`src/rtl/gwsp_pkg.sv`:
```
// shared types and constants for the graph walk step parser
package gwsp_pkg;

    // decimal token length limit: path mode raises the error flag on reaching it, walk mode on passing it
    localparam int unsigned DIGIT_LIMIT = 16;
    localparam int unsigned CNT_W       = $clog2(DIGIT_LIMIT + 1);
    localparam int unsigned ID_W        = 32;
    localparam int unsigned ACC_W       = ID_W + 4;

    // format_mode codes
    localparam logic MODE_WALK = 1'b0;
    localparam logic MODE_PATH = 1'b1;

    // characters with a meaning of their own
    localparam logic [7:0] CH_FWD_PREFIX = 8'h3E; // '>'
    localparam logic [7:0] CH_REV_PREFIX = 8'h3C; // '<'
    localparam logic [7:0] CH_FWD_SUFFIX = 8'h2B; // '+'
    localparam logic [7:0] CH_REV_SUFFIX = 8'h2D; // '-'
    localparam logic [7:0] CH_SEPARATOR  = 8'h2C; // ','
    localparam logic [7:0] CH_DIGIT_0    = 8'h30; // '0'
    localparam logic [7:0] CH_DIGIT_9    = 8'h39; // '9'

    // one input word
    typedef struct packed {
        logic [7:0] character;
        logic       last_char;
    } char_word_t;

    // one result word
    typedef struct packed {
        logic            step_valid;
        logic [ID_W-1:0] vertex_id;
        logic            strand;
        logic [ID_W-1:0] step_index;
        logic            digit_error;
        logic            end_of_line;
    } step_word_t;

    // what the step unit hands to the output register
    typedef struct packed {
        logic       present;
        step_word_t word;
    } step_result_t;

endpackage

```
`src/rtl/graph_walk_step_parser.sv`:
```
// top level of the graph walk step parser: input, config and output registers
//
// Parses one line of graph path text, one byte per word on the src channel
// (src_valid/src_ready, src_data.character and src_data.last_char), and
// returns oriented vertex steps on the dst channel (dst_valid/dst_ready).
// cfg_we/cfg_data set format_mode: 0 walk line ('>' or '<' prefix before
// the id), 1 path line (id closed by '+' or '-', ',' moves to the next step).
// Write the mode only while no word is in flight.
// A word yields a result when it completes a step or carries last_char;
// other words yield nothing. Results keep the input order.
// Path: an accepted word passes the input register, then the step unit's
// logic, and its result is held in the output register for dst.
// Throughput: one word per cycle while dst does not stall; the multiply-by-ten
// accumulate of the step unit is combinational between the input and output registers.
// When dst stalls, the output register holds its word and the input
// register takes one more word before src_ready drops.
// Reset clears the line state, the valid flags of both pipeline registers and the mode (walk).
// Line state returns to reset after every word that carries last_char.
module graph_walk_step_parser (
    input  logic                  clk,
    input  logic                  rst_n,
    input  logic                  src_valid,
    output logic                  src_ready,
    input  gwsp_pkg::char_word_t  src_data,
    output logic                  dst_valid,
    input  logic                  dst_ready,
    output gwsp_pkg::step_word_t  dst_data,
    input  logic                  cfg_we,
    input  logic                  cfg_data
);
    import gwsp_pkg::*;

    logic         mode_reg;
    logic         in_valid_reg;
    char_word_t   in_word_reg;
    logic         out_valid_reg;
    step_word_t   out_word_reg;
    logic         advance;
    step_result_t result;

    // a held word moves on when the output register is free or draining
    assign advance   = in_valid_reg && (!out_valid_reg || dst_ready);
    assign src_ready = !in_valid_reg || advance;
    assign dst_valid = out_valid_reg;
    assign dst_data  = out_word_reg;

    // format mode register
    always_ff @(posedge clk or negedge rst_n)
    begin
        if (!rst_n)
            mode_reg <= MODE_WALK;
        else if (cfg_we)
            mode_reg <= cfg_data;
    end

    // input register
    always_ff @(posedge clk or negedge rst_n)
    begin
        if (!rst_n)
            in_valid_reg <= 1'b0;
        else if (src_ready)
            in_valid_reg <= src_valid;
    end

    always_ff @(posedge clk)
    begin
        if (src_valid && src_ready)
            in_word_reg <= src_data;
    end

    // parse step
    gwsp_step u_step (
        .clk         (clk),
        .rst_n       (rst_n),
        .advance     (advance),
        .format_mode (mode_reg),
        .item        (in_word_reg),
        .result      (result)
    );

    // output register
    always_ff @(posedge clk or negedge rst_n)
    begin
        if (!rst_n)
            out_valid_reg <= 1'b0;
        else if (advance)
            out_valid_reg <= result.present;
        else if (dst_ready)
            out_valid_reg <= 1'b0;
    end

    always_ff @(posedge clk)
    begin
        if (advance && result.present)
            out_word_reg <= result.word;
    end

`ifndef SYNTHESIS
    // a completed step never goes out with the error flag set
    assert property (@(posedge clk) disable iff (!rst_n)
        out_valid_reg && out_word_reg.step_valid |-> !out_word_reg.digit_error)
        else $error("step emitted while digit error is set");

    // a word without a step carries zero step fields and the end-of-line flag
    assert property (@(posedge clk) disable iff (!rst_n)
        out_valid_reg && !out_word_reg.step_valid |->
            out_word_reg.vertex_id == '0 && out_word_reg.step_index == '0 &&
            !out_word_reg.strand && out_word_reg.end_of_line)
        else $error("empty result word has nonzero step fields");

    // src only stalls when both registers are full and dst is stalled
    assert property (@(posedge clk) disable iff (!rst_n)
        !src_ready |-> in_valid_reg && out_valid_reg && !dst_ready)
        else $error("input stalled without a full pipeline");

    // a held input word that cannot move stays in place
    assert property (@(posedge clk) disable iff (!rst_n)
        in_valid_reg && !advance |=> in_valid_reg && $stable(in_word_reg))
        else $error("stalled input word lost or changed");
`endif

endmodule

```
`src/rtl/gwsp_step.sv`:
```
// per-character parse step: line state registers and the next-state logic
module gwsp_step (
    input  logic                  clk,
    input  logic                  rst_n,
    input  logic                  advance,
    input  logic                  format_mode,
    input  gwsp_pkg::char_word_t  item,
    output gwsp_pkg::step_result_t result
);
    import gwsp_pkg::*;

    logic [ID_W-1:0]  number_value_reg,   number_value_next;
    logic [CNT_W-1:0] digit_count_reg,    digit_count_next;
    logic             number_closed_reg,  number_closed_next;
    logic             pending_strand_reg, pending_strand_next;
    logic [ID_W-1:0]  step_counter_reg,   step_counter_next;
    logic             error_seen_reg,     error_seen_next;

    logic [7:0]       ch;
    logic             is_digit;
    logic [ACC_W-1:0] acc;
    logic [ID_W-1:0]  taken_value;
    logic             taken_closed;
    logic [ID_W-1:0]  bumped_counter;
    logic             emit;
    logic [ID_W-1:0]  emit_vid;
    logic             emit_strand;
    logic [ID_W-1:0]  emit_idx;

    assign ch       = item.character;
    assign is_digit = (ch >= CH_DIGIT_0) && (ch <= CH_DIGIT_9);

    // value times ten plus digit; saturation at the id maximum is applied in the token accumulation
    assign acc = ({{4{1'b0}}, number_value_reg} << 3)
               + ({{4{1'b0}}, number_value_reg} << 1)
               + {{(ACC_W - 4){1'b0}}, ch[3:0]};

    // token accumulation, frozen at the first non-digit
    always_comb
    begin
        taken_value  = number_value_reg;
        taken_closed = number_closed_reg;
        if (!number_closed_reg)
        begin
            if (is_digit)
                taken_value = (acc[ACC_W-1:ID_W] != '0) ? '1 : acc[ID_W-1:0];
            else
                taken_closed = 1'b1;
        end
    end

    // saturating step counter increment
    assign bumped_counter = (step_counter_reg != '1) ? step_counter_reg + 1'b1
                                                     : step_counter_reg;

    // next state and emitted step
    always_comb
    begin
        number_value_next   = number_value_reg;
        digit_count_next    = digit_count_reg;
        number_closed_next  = number_closed_reg;
        pending_strand_next = pending_strand_reg;
        step_counter_next   = step_counter_reg;
        error_seen_next     = error_seen_reg;
        emit                = 1'b0;
        emit_vid            = '0;
        emit_strand         = 1'b0;
        emit_idx            = '0;

        if (!error_seen_reg)
        begin
            if (format_mode == MODE_WALK)
            begin
                if (ch == CH_FWD_PREFIX || ch == CH_REV_PREFIX)
                begin
                    // a new prefix closes the previous step
                    if (step_counter_reg != '0)
                    begin
                        emit        = 1'b1;
                        emit_vid    = number_value_reg;
                        emit_strand = pending_strand_reg;
                        emit_idx    = step_counter_reg - 1'b1;
                    end
                    pending_strand_next = (ch == CH_REV_PREFIX);
                    step_counter_next   = bumped_counter;
                    number_value_next   = '0;
                    digit_count_next    = '0;
                    number_closed_next  = 1'b0;
                end
                else if (digit_count_reg >= CNT_W'(DIGIT_LIMIT))
                begin
                    error_seen_next = 1'b1;
                end
                else
                begin
                    digit_count_next   = digit_count_reg + 1'b1;
                    number_value_next  = taken_value;
                    number_closed_next = taken_closed;
                    // line end flushes a step whose token holds characters
                    if (item.last_char && step_counter_reg != '0)
                    begin
                        emit        = 1'b1;
                        emit_vid    = taken_value;
                        emit_strand = pending_strand_reg;
                        emit_idx    = step_counter_reg - 1'b1;
                    end
                end
            end
            else
            begin
                if (ch == CH_FWD_SUFFIX || ch == CH_REV_SUFFIX)
                begin
                    emit        = 1'b1;
                    emit_vid    = number_value_reg;
                    emit_strand = (ch == CH_REV_SUFFIX);
                    emit_idx    = step_counter_reg;
                end
                else if (ch == CH_SEPARATOR)
                begin
                    step_counter_next  = bumped_counter;
                    number_value_next  = '0;
                    digit_count_next   = '0;
                    number_closed_next = 1'b0;
                end
                else
                begin
                    digit_count_next   = digit_count_reg + 1'b1;
                    number_value_next  = taken_value;
                    number_closed_next = taken_closed;
                    if (digit_count_next >= CNT_W'(DIGIT_LIMIT))
                        error_seen_next = 1'b1;
                end
            end
        end

        result.present          = emit || item.last_char;
        result.word.step_valid  = emit;
        result.word.vertex_id   = emit_vid;
        result.word.strand      = emit_strand;
        result.word.step_index  = emit_idx;
        result.word.digit_error = error_seen_next;
        result.word.end_of_line = item.last_char;

        // line end returns the line state to reset
        if (item.last_char)
        begin
            number_value_next   = '0;
            digit_count_next    = '0;
            number_closed_next  = 1'b0;
            pending_strand_next = 1'b0;
            step_counter_next   = '0;
            error_seen_next     = 1'b0;
        end
    end

    // line state registers
    always_ff @(posedge clk or negedge rst_n)
    begin
        if (!rst_n)
        begin
            number_value_reg   <= '0;
            digit_count_reg    <= '0;
            number_closed_reg  <= 1'b0;
            pending_strand_reg <= 1'b0;
            step_counter_reg   <= '0;
            error_seen_reg     <= 1'b0;
        end
        else if (advance)
        begin
            number_value_reg   <= number_value_next;
            digit_count_reg    <= digit_count_next;
            number_closed_reg  <= number_closed_next;
            pending_strand_reg <= pending_strand_next;
            step_counter_reg   <= step_counter_next;
            error_seen_reg     <= error_seen_next;
        end
    end

endmodule
```
`config.mk`:
```
export PLATFORM = sky130hd
export DESIGN_NAME = graph_walk_step_parser
export DESIGN_NICKNAME = d
export VERILOG_FILES = /design/src/rtl/gwsp_pkg.sv /design/src/rtl/graph_walk_step_parser.sv /design/src/rtl/gwsp_step.sv
export SDC_FILE = /design/constraint.sdc
export NUM_CORES = 1
export LEC_CHECK = 0
export ABC_AREA = 0
export BUFFER_PORTS_ARGS = -buffer_cell sky130_fd_sc_hd__buf_4
export CORE_ASPECT_RATIO = 0.5
export CORE_MARGIN = 5
export CORE_UTILIZATION = 64
export DETAILED_ROUTE_END_ITERATION = 7
export PLACE_DENSITY = 0.85
export SYNTH_ARGS = -nofsm -noshare
export SYNTH_HDL_FRONTEND = slang
export SYNTH_SLANG_ARGS = --single-unit
export TNS_END_PERCENT = 20
```
`constraint.sdc`:
```
create_clock -name clk -period 12 [get_ports clk]
set_input_delay 0.6 -clock clk [delete_from_list [all_inputs] [get_ports clk]]
set_output_delay 0.6 -clock clk [all_outputs]
set_load 0.05 [all_outputs]
```
==> out/qor_table.md, run 1 <==
| Item | This run |
|:---|:---|
| Level count of the clock H-tree | 4 |
| Die ar. | 18400 µm² |
| Post_cts resized | 0 |
| Inserted Clock Buffers | 17 |
| Netlist cell types | 74 |
| Crit-path cells | nand4bb_1 -> nor4_1 -> buf_4 -> nand2_1 -> a21oi_2 -> nor2_1 -> nor2_4 -> buf_4 |
| # setup viols final | 0 |
| Most repeated library cell on the critical path | buf_4 |
| Final #Nets | 1223 |
| Register-to-register setup slack | 7.15 ns |
| Number of enable-type register cells in the synthesized netlist | 77 |
| Number of global-route vias before repair | 8535 |
| Largest area contributor in the synthesized netlist | edfxtp_1 |
| Area taken by multi-input logic gates | 5450 µm² |
| Dominant synthesized flop cell | edfxtp_1 |
| Number of buffer and inverter stages on the critical path | 2 |
| Fraction of registers with async set/reset | 0.493 |
| Global-route wire length before repair | 43600 µm |
| Largest fanout of any net on the critical path | 46 |
| Time the worst path needs with I/O delays and setup | 4.85 ns |
| #FFs+latches synth | 152 |
| Max-slew headroom at the worst pin | 0.138 |
| Wirelength, routed | 26700 µm |
| Slew at the pin with the worst max-slew slack | 1.29 ns |
| Top cells by area in the synthesized netlist | edfxtp_1 23%, dfrtp_1 19%, ha_1 8.5% |
| GRT Overall Usage | 0.285 |
| Number of vias per cell after detailed routing | 6.75 |
| Outcome | complete, no violations |
| Path type of the worst setup path | reg2reg |
| Max-cap violations | 0 |
| Highest cell delay on the worst timing path | 1.20 ns |
| Setup Total Neg Slack | 0 ns |
| Power per unit of standard cell area | 142 nW/µm² |
| Post-synthesis instance total | 1107 |
| Remaining global-route overflow | 0 |
| Horizontal extent of the die | 187 µm |
| Required time at the worst-slack endpoint | 12.06 ns |
| Final RePlAce weighted congestion | 0.978 |
| Maximum number of pins on one net before global-route repair | 76 |
| Final Cycle Share | 0.404 |
| Placed Cells | 1323 |
| Final hold vios | 0 |
| Height of the chip | 98.5 µm |
| Cell chosen for the clock root | clkbuf_16 |
| First DRT Iteration DRCs | 1317 |
| Share of synthesized area occupied by flip-flops and latches | 0.418 |
| Wire length per cell | 19.7 µm |
| Drt first pass iters | 6 |
| Number of max-slew violations in the final report | 0 |
| Critical path arrival | 4.91 ns |
| Flip-flop count of the largest register, all copies and words added | 68 |
| Number of sinks driven by the clock tree | 152 |
| Kind of cell with the highest combined delay on the critical path | simple AND/OR/NAND/NOR gates |
| Post-CTS setup buffer count | 0 |
| Startpoint kind of the worst setup timing path | flop |
| Number of non-filler instances in the completed layout | 1355 |
| Synthesized net count | 1192 |
| Max IR drop VDD | 0.0937 mV |
| Maximum operating frequency | 206 MHz |
| Share of layout cells above drive strength 1 | 0.127 |
| Fill cell count | 1079 |
| Leading cell type by number of instances after synthesis | o21ai_0 |
| Insertion delay of the later-clocked pin in the worst-skew pair | 0.43 ns |
| Sequential cell area | 4190 µm² |
| Min-delay worst type | in2async |
| Average instance area after synthesis | 9.06 µm² |
| Total of warnings raised by yosys | 0 |
| Number of inserted diodes | 0 |
| DPL Wire Length | 18100 µm |
| Maximum clock path buffer count | 2 |
| Total standard cell area after synthesis | 10000 µm² |
| Initial antenna violation count | 0 |
| Setup repair after global routing missed its margin | no |
| Post-synth top area share | 0.231 |
| Total vias in the final route | 9146 |
| Initial Util | 0.652 |
| Number of buffers inserted by port buffering | 84 |
| Area added between synthesis and finish | 12.4% |
| Max Clock Skew | 0.0120 ns |
| Core Region | 15400 µm² |
| TritonCTS clock tree | built |
| Final routed DRC violation total | 0 |
| Count of pins on the block boundary | 85 |
| Critical path endpoint category | flop |
| CP max-delay cell | a21oi_2 |
| Leakage | 4.91 nW |
| Cts-stage hold buffer count | 0 |
| Placement row count | 32 |
| Ranking of synthesized cells by instance count | 121 x o21ai_0, 106 x nor2_1, 101 x a21oi_1 |
| ANT nets after route | 0 |
| Clock transition at the registers of the reported paths | 0.07 ns |
[power by group]
group,switching (mW),total (mW),internal (mW),leakage [nW]
sequential,0.0320,0.632,0.600,1.78
combinational,0.279,0.401,0.122,2.84
clock,0.233,0.570,0.336,0.294
total,0.544,1.60,1.06,4.91
[worst reg2reg max path, delay by kind of cell (launching register included)]
kind / cells / cell delay [ns]
buffers and inverters: 2 / 0.80
DFF: 1 / 0.40
and+or+nand+nor: 5 / 2.04
AOI/OAI and AO/OA: 1 / 1.20
[final timing paths]
path	from	end	cells past startpoint
min reg2reg	u_step.digit_count_reg[2]	u_step.digit_count_reg[2]	1
max reg2reg	in_word_reg[8]	dst_data[23]	8
min in group clk	src_data[5]	in_word_reg[5]	1
min	rst_n	u_step.number_value_reg[16]	1
max	in_word_reg[8]	dst_data[23]	8
max in group asynchronous	rst_n	u_step.step_counter_reg[10]	1
[routing by layer]
metal / vias to the layer above / part of all wire / GRT usage
met4: 0 / 0.029 / 0.0988
li1: 4189 / - / -
met3: 89 / 0.095 / 0.0605
met5: - / 0 / 0
met2: 547 / 0.47 / 0.465
met1: 4321 / 0.41 / 0.385
[area by class of cell]
cell class,count,share of cell area
clock buffers,19,0.0393
clock inverters,13,0.0150
inverters,23,0.00765
multi-input cells,852,0.483
flip-flops and latches,152,0.371
well taps,204,0.0226
repair buffers,92,0.0612
[cells in the final DEF, fill, tap and decap left out, drive strengths merged, types with 4 or more instances in the layout]
cell,Yosys,routed
a21oi,101,101
nand4,11,11
nand2,81,81
nor3b,5,5
nor4,12,12
a211oi,11,11
nor2,107,107
clkbuf,60,19
and3,18,18
nor3,36,36
xnor2,25,25
ha,68,68
nand2b,17,17
or4,5,5
a21o,21,21
a311oi,12,12
o21ai,123,123
nor2b,5,5
dfrtp,75,75
edfxtp,77,77
or3,14,14
and4,5,5
a31oi,48,48
nand3,22,22
o211ai,5,5
a211o,5,5
buf,20,92
o31ai,10,10
o21a,7,7
inv,23,28
or2,4,4
and2,8,8
xor2,18,18
[stage by stage]
stage               setup WS, ns  hold WS [ns]   util  instance area [µm²]  power [mW]
CTS                         7.21         0.349  0.734                11300        1.59
floorplan                   6.71         0.304      -                10000       0.927
global placement            7.42         0.478  0.694                10700        1.02
global route                6.79         0.342  0.734                11300        1.66
detailed placement          7.21         0.473  0.694                10700        1.03
finish                      7.15         0.307  0.734                11300        1.60
[kinds of logic after synthesis]
logic type      share of synthesized area
compound gates                      0.229
xor+xnor                           0.0375
mux                               0.00299
fa+ha+maj                          0.0888
simple gates                        0.182
flops                               0.418
buf+inv                            0.0418
Power figures use the tool's default switching activity.
==> inputs of run 2 (changes only) <==
--- a/config.mk
+++ b/config.mk
@@ -5,13 +5,13 @@
 export SDC_FILE = /design/constraint.sdc
 export NUM_CORES = 1
 export LEC_CHECK = 0
-export ABC_AREA = 0
+export ABC_AREA = 1
 export BUFFER_PORTS_ARGS = -buffer_cell sky130_fd_sc_hd__buf_4
 export CORE_ASPECT_RATIO = 0.5
 export CORE_MARGIN = 5
-export CORE_UTILIZATION = 64
+export CORE_UTILIZATION = 62
 export DETAILED_ROUTE_END_ITERATION = 7
-export PLACE_DENSITY = 0.85
+export PLACE_DENSITY = 0.82
 export SYNTH_ARGS = -nofsm -noshare
 export SYNTH_HDL_FRONTEND = slang
 export SYNTH_SLANG_ARGS = --single-unit
==> constraint.sdc (replaced) <==
create_clock -name clk -period 4.68 [get_ports clk]
set_input_delay 0.234 -clock clk [delete_from_list [all_inputs] [get_ports clk]]
set_output_delay 0.234 -clock clk [all_outputs]
set_load 0.05 [all_outputs]
==> out/qor_table.md, run 2 <==
| Item | This run |
|:---|:---|
| Number of global-route vias before repair | 11191 |
| Number of sinks driven by the clock tree | 152 |
| Fill cell count | 1590 |
| Level count of the clock H-tree | 4 |
| Post-Synth XOR/XNOR Area | 0.0299 |
| Final Util | 0.699 |
| Startpoint kind of the worst setup timing path | flop |
| Total non-filler cell area in the finished layout | 13400 µm² |
| ANT nets after route | 0 |
| Post-synth top area share | 0.192 |
| Wire length per cell | 18.2 µm |
| Final #Nets | 1774 |
| Critical path arrival | 3.95 ns |
| Required time at the worst-slack endpoint | 4.83 ns |
| Adder-cell share of the synthesized area | 0.0741 |
| Dominant combinational cell family by area after synthesis | simple AND/OR/NAND/NOR gates |
| Drt first pass iters | 6 |
| Number of buffers inserted by port buffering | 84 |
| Maximum clock path buffer count | 2 |
| Most repeated library cell on the critical path | nand2_1 |
| Netlist cell types | 61 |
| Maximum operating frequency | 263 MHz |
| Commonest cells after routing, fill and taps aside | 470 x nand2_1, 173 x inv_1, 134 x nand3_1, 112 x nor2_1, 95 x a21oi_1 |
| Ranking of synthesized cells by instance count | 470 x nand2_1, 173 x inv_1, 134 x nand3_1 |
| GRT Overall Usage | 0.325 |
| Share of layout cells above drive strength 1 | 0.149 |
| Fraction of the mapped netlist area in simple logic gates | 0.354 |
| Max Clock Skew | 0.0123 ns |
| Total design power | 5.31 mW |
| Slew at the pin with the worst max-slew slack | 1.10 ns |
| Post-CTS setup buffer count | 0 |
| Remaining global-route overflow | 0 |
| First DRT Iteration DRCs | 1326 |
| Number of non-filler instances in the completed layout | 1968 |
| Final RePlAce weighted congestion | 0.948 |
| Leading cell type by number of instances after synthesis | nand2_1 |
| # setup viols final | 0 |
| Final hold vios | 12 |
| Total of warnings raised by yosys | 0 |
| Leakage | 6.39 nW |
| Horizontal extent of the die | 207 µm |
| Min-delay worst type | in2async |
| Insertion delay of the later-clocked pin in the worst-skew pair | 0.44 ns |
| Initial Util | 0.625 |
| Highest cell delay on the worst timing path | 0.61 ns |
| Crit-path cells | fa_1 -> inv_1 -> fa_1 -> inv_1 -> nand2_1 -> nand2_1 -> nand3_1 -> nand2_1 -> nand2_1 -> nand2_2 -> nand2_2 -> nand3_2 -> nand2_4 -> nor2_8 -> nand4_2 -> nand3_1 -> nand2_1 -> nand2_1 -> a21oi_1 |
| Post-synthesis instance total | 1628 |
| Max-cap violations | 0 |
| Max-slew headroom at the worst pin | 0.265 |
| PnR worst setup slack | 0.877 ns |
| Time the worst path needs with I/O delays and setup | 3.80 ns |
| Synthesized net count | 1713 |
| Number of max-slew violations in the final report | 0 |
| Dominant synthesized flop cell | edfxtp_1 |
| CP max-delay cell | fa_1 |
| Most common library cell in the layout ignoring fill and taps | nand2_1 |
| Initial antenna violation count | 0 |
| Inserted Clock Buffers | 17 |
| Final Cycle Share | 0.813 |
| Placed Cells | 1927 |
| Global-route wire length before repair | 57400 µm |
| Register-to-register setup slack | 0.88 ns |
| TritonCTS clock tree | built |
| Count of pins on the block boundary | 85 |
| Setup repair after global routing missed its margin | no |
| Power per unit of standard cell area | 395 nW/µm² |
| Clock transition at the registers of the reported paths | 0.07 ns |
| DPL Wire Length | 25600 µm |
| Outcome | finished, violations left |
| Wirelength, routed | 35800 µm |
| Cell chosen for the clock root | clkbuf_16 |
| Total vias in the final route | 11758 |
| Flip-flop count of the largest register, all copies and words added | 68 |
| Critical path endpoint category | flop |
| Largest area contributor in the synthesized netlist | edfxtp_1 |
| Final routed DRC violation total | 0 |
| Die ar. | 22400 µm² |
| Sequential cell area | 4190 µm² |
| Average instance area after synthesis | 7.39 µm² |
| Maximum number of pins on one net before global-route repair | 76 |
| Total standard cell area after synthesis | 12000 µm² |
| Multiplexer share of the synthesized area | 0 |
| Area taken by multi-input logic gates | 6770 µm² |
| Height of the chip | 108 µm |
| #FFs+latches synth | 152 |
| Top cells by area in the synthesized netlist | edfxtp_1 19%, dfrtp_1 16%, nand2_1 15% |
| Core Region | 19200 µm² |
| Path type of the worst setup path | reg2reg |
| Dpl cell area | 12800 µm² |
| Area fraction in compound gates after synthesis | 0.103 |
| Placement row count | 36 |
| Share of synthesized area occupied by flip-flops and latches | 0.348 |
| Setup Total Neg Slack | 0 ns |
| Number of vias per cell after detailed routing | 5.97 |
| Setup slack at placement | 0.981 ns |
| Violations in the final reports | negative hold slack |
| Number of enable-type register cells in the synthesized netlist | 77 |
| Max IR drop VDD | 0.289 mV |
| Number of inserted diodes | 0 |
| Largest fanout of any net on the critical path | 28 |
| Fraction of registers with async set/reset | 0.493 |
| Post-route worst hold slack | -0.0532 ns |
| Area added between synthesis and finish | 11.7% |
[run 2: cell types whose count changed after synthesis, sizes merged, moves of 15 or more]
cell,before,now
xnor2,25,8
buf,20,37
inv,23,195
nand2b,17,0
clkbuf,60,24
a31oi,48,5
nand2,81,491
and3,18,3
a21o,21,1
xor2,18,33
nand3,22,159
o21ai,123,61
nand4,11,42
nor2,107,130
[run 2: routing by layer]
metal | track usage | up-vias | share of wire
met5 | 0 | - | 0
met4 | 0.103 | 0 | 0.024
met3 | 0.0533 | 96 | 0.089
met2 | 0.530 | 606 | 0.46
met1 | 0.447 | 5505 | 0.42
li1 | - | 5551 | -
[run 2: path summary, 6_finish.rpt]
check / depth (start not counted) / endpoint / from
setup / recovery: 19 / dst_data[55] / in_word_reg[4]
hold / removal: 1 / u_step.number_value_reg[6] / rst_n
setup reg to reg: 19 / dst_data[55] / in_word_reg[4]
hold reg to reg: 2 / u_step.digit_count_reg[3] / u_step.digit_count_reg[3]
max in group asynchronous: 1 / u_step.error_seen_reg / rst_n
min in group clk: 2 / mode_reg / cfg_we
[run 2: cell families after synthesis]
family | Yosys count
flip-flops | 152
XOR/XNOR | 41
AND/OR/NAND/NOR | 895
adder cells (fa/ha/maj) | 70
AO/OA/AOI/OAI | 211
buffers and inverters | 259
[run 2: final cells by class]
| cell class | instances | share of cell area |
|---|---|---|
| tap | 266 | 0.0248 |
| sequential | 152 | 0.312 |
| timing repair buffer | 103 | 0.0602 |
| clock inverter | 11 | 0.00913 |
| multi-input combinational | 1217 | 0.504 |
| inverter | 198 | 0.0556 |
| clock buffer | 21 | 0.0343 |
[run 2: where the power goes]
part	internal [mW]	leakage [nW]	switching, mW	total [mW]
Clock	0.813	0.287	0.569	1.38
Sequential	1.64	1.78	0.130	1.77
Combinational	0.589	4.32	1.57	2.16
Total	3.04	6.39	2.26	5.31
[run 2: critical path: cells and delay by family (launching register included)]
family                     cells  cell delay [ns]
buffers and inverters          2             0.17
AOI/OAI and AO/OA              1             0.06
DFF                            1             0.46
and+or+nand+nor               14             1.71
adders and majority gates      2             1.08
[run 2: repair_timing]
item,in CTS,in global routing
hold endpoints to repair,9,0
hold buffers,9,0
setup endpoints to repair,0,0
resized for setup,0,0
==> inputs of run 3 (changes only) <==
--- a/config.mk
+++ b/config.mk
@@ -5,13 +5,13 @@
 export SDC_FILE = /design/constraint.sdc
 export NUM_CORES = 1
 export LEC_CHECK = 0
-export ABC_AREA = 1
+export ABC_AREA = 0
 export BUFFER_PORTS_ARGS = -buffer_cell sky130_fd_sc_hd__buf_4
 export CORE_ASPECT_RATIO = 0.5
 export CORE_MARGIN = 5
-export CORE_UTILIZATION = 62
+export CORE_UTILIZATION = 55
 export DETAILED_ROUTE_END_ITERATION = 7
-export PLACE_DENSITY = 0.82
+export PLACE_DENSITY = 0.77
 export SYNTH_ARGS = -nofsm -noshare
 export SYNTH_HDL_FRONTEND = slang
 export SYNTH_SLANG_ARGS = --single-unit
==> constraint.sdc (replaced) <==
create_clock -name clk -period 3.2 [get_ports clk]
set_input_delay 0.16 -clock clk [delete_from_list [all_inputs] [get_ports clk]]
set_output_delay 0.16 -clock clk [all_outputs]
set_load 0.05 [all_outputs]
==> out/qor_table.md, run 3 (same netlist as run 1, synthesis figures left out) <==
| Item | This run |
|:---|:---|
| Outcome | finished, violations left |
| Violations in the final reports | negative setup slack |
| Fill cell count | 1248 |
| Largest fanout of any net on the critical path | 5 |
| Number of sinks driven by the clock tree | 152 |
| Sequential cell area | 4190 µm² |
| Remaining global-route overflow | 0 |
| Placed Cells | 1508 |
| TritonCTS clock tree | built |
| Setup repair after global routing missed its margin | yes |
| Startpoint kind of the worst setup timing path | flop |
| Insertion delay of the later-clocked pin in the worst-skew pair | 0.43 ns |
| Reg-to-reg endpoint | dst_data[51] |
| Final hold vios | 0 |
| Placement row count | 34 |
| Maximum clock path buffer count | 2 |
| Horizontal extent of the die | 201 µm |
| Flip-flop count of the largest register, all copies and words added | 68 |
| Number of inserted diodes | 0 |
| Cell chosen for the clock root | clkbuf_16 |
| Number of vias per cell after detailed routing | 6.33 |
| Max Clock Skew | 0.0120 ns |
| Slew at the pin with the worst max-slew slack | 1.28 ns |
| Max-cap violations | 0 |
| # setup viols final | 64 |
| Count of pins on the block boundary | 85 |
| Drt first pass iters | 5 |
| Time the worst path needs with I/O delays and setup | 3.54 ns |
| Area taken by multi-input logic gates | 5710 µm² |
| Critical path arrival | 3.71 ns |
| DPL Wire Length | 21100 µm |
| Initial antenna violation count | 0 |
| Total vias in the final route | 9869 |
| Number of global-route vias before repair | 9545 |
| Inserted Clock Buffers | 17 |
| Min-delay worst type | in2reg |
| Max IR drop VDD | 0.410 mV |
| Commonest cells after routing, fill and taps aside | 244 x buf_4, 119 x o21ai_0, 104 x nor2_1, 94 x a21oi_1, 80 x nand2_1 |
| Number of max-slew violations in the final report | 0 |
| Final #Nets | 1397 |
| First DRT Iteration DRCs | 1261 |
| Die ar. | 21200 µm² |
| Power per unit of standard cell area | 479 nW/µm² |
| Final Cycle Share | 1.11 |
| Path type of the worst setup path | reg2reg |
| Register-to-register setup slack | -0.34 ns |
| Global-route wire length before repair | 49200 µm |
| Level count of the clock H-tree | 4 |
| GRT Overall Usage | 0.282 |
| Number of cells on the worst reg-to-reg path | 12 |
| Clock transition at the registers of the reported paths | 0.07 ns |
| Height of the chip | 105 µm |
| Final Util | 0.737 |
| Initial Util | 0.568 |
| Worst Hold Depth | 3 |
| Max-slew headroom at the worst pin | 0.144 |
| Final routed DRC violation total | 0 |
| Critical path endpoint category | flop |
| Maximum number of pins on one net before global-route repair | 76 |
| ANT nets after route | 0 |
| Area added between synthesis and finish | 29.7% |
| Core Region | 17700 µm² |
| Number of non-filler instances in the completed layout | 1559 |
| Crit Reg-Reg Startpoint | u_step.number_value_reg[0] |
| Maximum operating frequency | 282 MHz |
| Hold path startpoint | dst_ready |
| Wire length per cell | 20.0 µm |
| PnR worst setup slack | -0.342 ns |
| Most common library cell in the layout ignoring fill and taps | buf_4 |
| Share of layout cells above drive strength 1 | 0.259 |
| Final RePlAce weighted congestion | 0.987 |
| Wirelength, routed | 31100 µm |
| Hold Path End | dst_valid |
| Total design power | 6.23 mW |
| Number of buffers inserted by port buffering | 84 |
| Setup Total Neg Slack | -17.99 ns |
| Required time at the worst-slack endpoint | 3.37 ns |
| Leakage | 5.85 nW |
[run 3: cell count changes in the layout (fill, tap and decap cells not counted), moves of 19 or more]
cell / change
nand3_1: -113
nand2_1: -390
inv_2: -20
nand3_2: -24
o21ai_0: +65
a31oi_1: +36
a21o_1: +19
inv_1: -151
buf_4: +151
[run 3: worst max-delay path by stage]
stage | slack (ns) | end | cells past startpoint | from
2_1_floorplan | -0.29 | dst_data[57] | 12 | u_step.number_value_reg[2]
3_3_place_gp | -0.27 | dst_data[66] | 11 | u_step.number_value_reg[2]
3_5_place_dp | -0.46 | dst_data[60] | 13 | u_step.number_value_reg[2]
4_1_cts | -0.27 | dst_data[54] | 13 | u_step.number_value_reg[0]
5_1_grt | -0.44 | dst_data[51] | 13 | u_step.number_value_reg[0]
6_report | -0.34 | dst_data[51] | 12 | u_step.number_value_reg[0]
[run 3: cell type report]
cell class / count / share of cell area
multi-input combinational: 852 / 0.439
sequential: 152 / 0.322
timing repair buffer: 266 / 0.163
clock buffer: 17 / 0.0327
tap: 234 / 0.0225
clock inverter: 15 / 0.0141
inverter: 23 / 0.00664
[run 3: worst max-delay path, stage by stage (launching register included)]
cell and delay, ns:
dfrtp_1 0.40, fa_1 0.54, ha_1 0.36, a211oi_2 0.30
o211ai_1 0.20, nand3_2 0.20, a211oi_2 0.11, a221oi_1 0.33
xnor2_1 0.21, nor3_4 0.27, buf_6 0.18, buf_16 0.13
a21oi_2 0.06
[run 3: per-layer routing]
layer	vias up	routed length, µm	global-route usage
met5	-	0	0
met4	0	999	0.0991
met3	92	2310	0.0433
met2	506	14800	0.483
met1	4737	13000	0.369
li1	4534	-	-
[run 3: metrics by stage]
step           area (µm²)  hold slack (ns)  worst slack [ns]
6_report            13000            0.133            -0.342
3_3_place_gp        11900            0.341            -0.273
2_1_floorplan       10100           -0.136            -0.291
5_1_grt             13000            0.137            -0.435
4_1_cts             12900            0.125            -0.272
3_5_place_dp        11900            0.340            -0.457
[run 3: power by group]
group | internal (mW) | switching, mW | total [mW]
clock network | 1.18 | 0.909 | 2.09
logic | 0.627 | 1.16 | 1.79
registers | 2.25 | 0.0966 | 2.34
total | 4.06 | 2.17 | 6.23
[run 3: timing repair]
item	CTS	global route
endpoints found under the hold margin	86	0
pin swaps	29	8
hold buffers	13	0
setup buffers	3	1
gates cloned	1	2
endpoints found under the setup margin	64	67
resized for setup	24	15
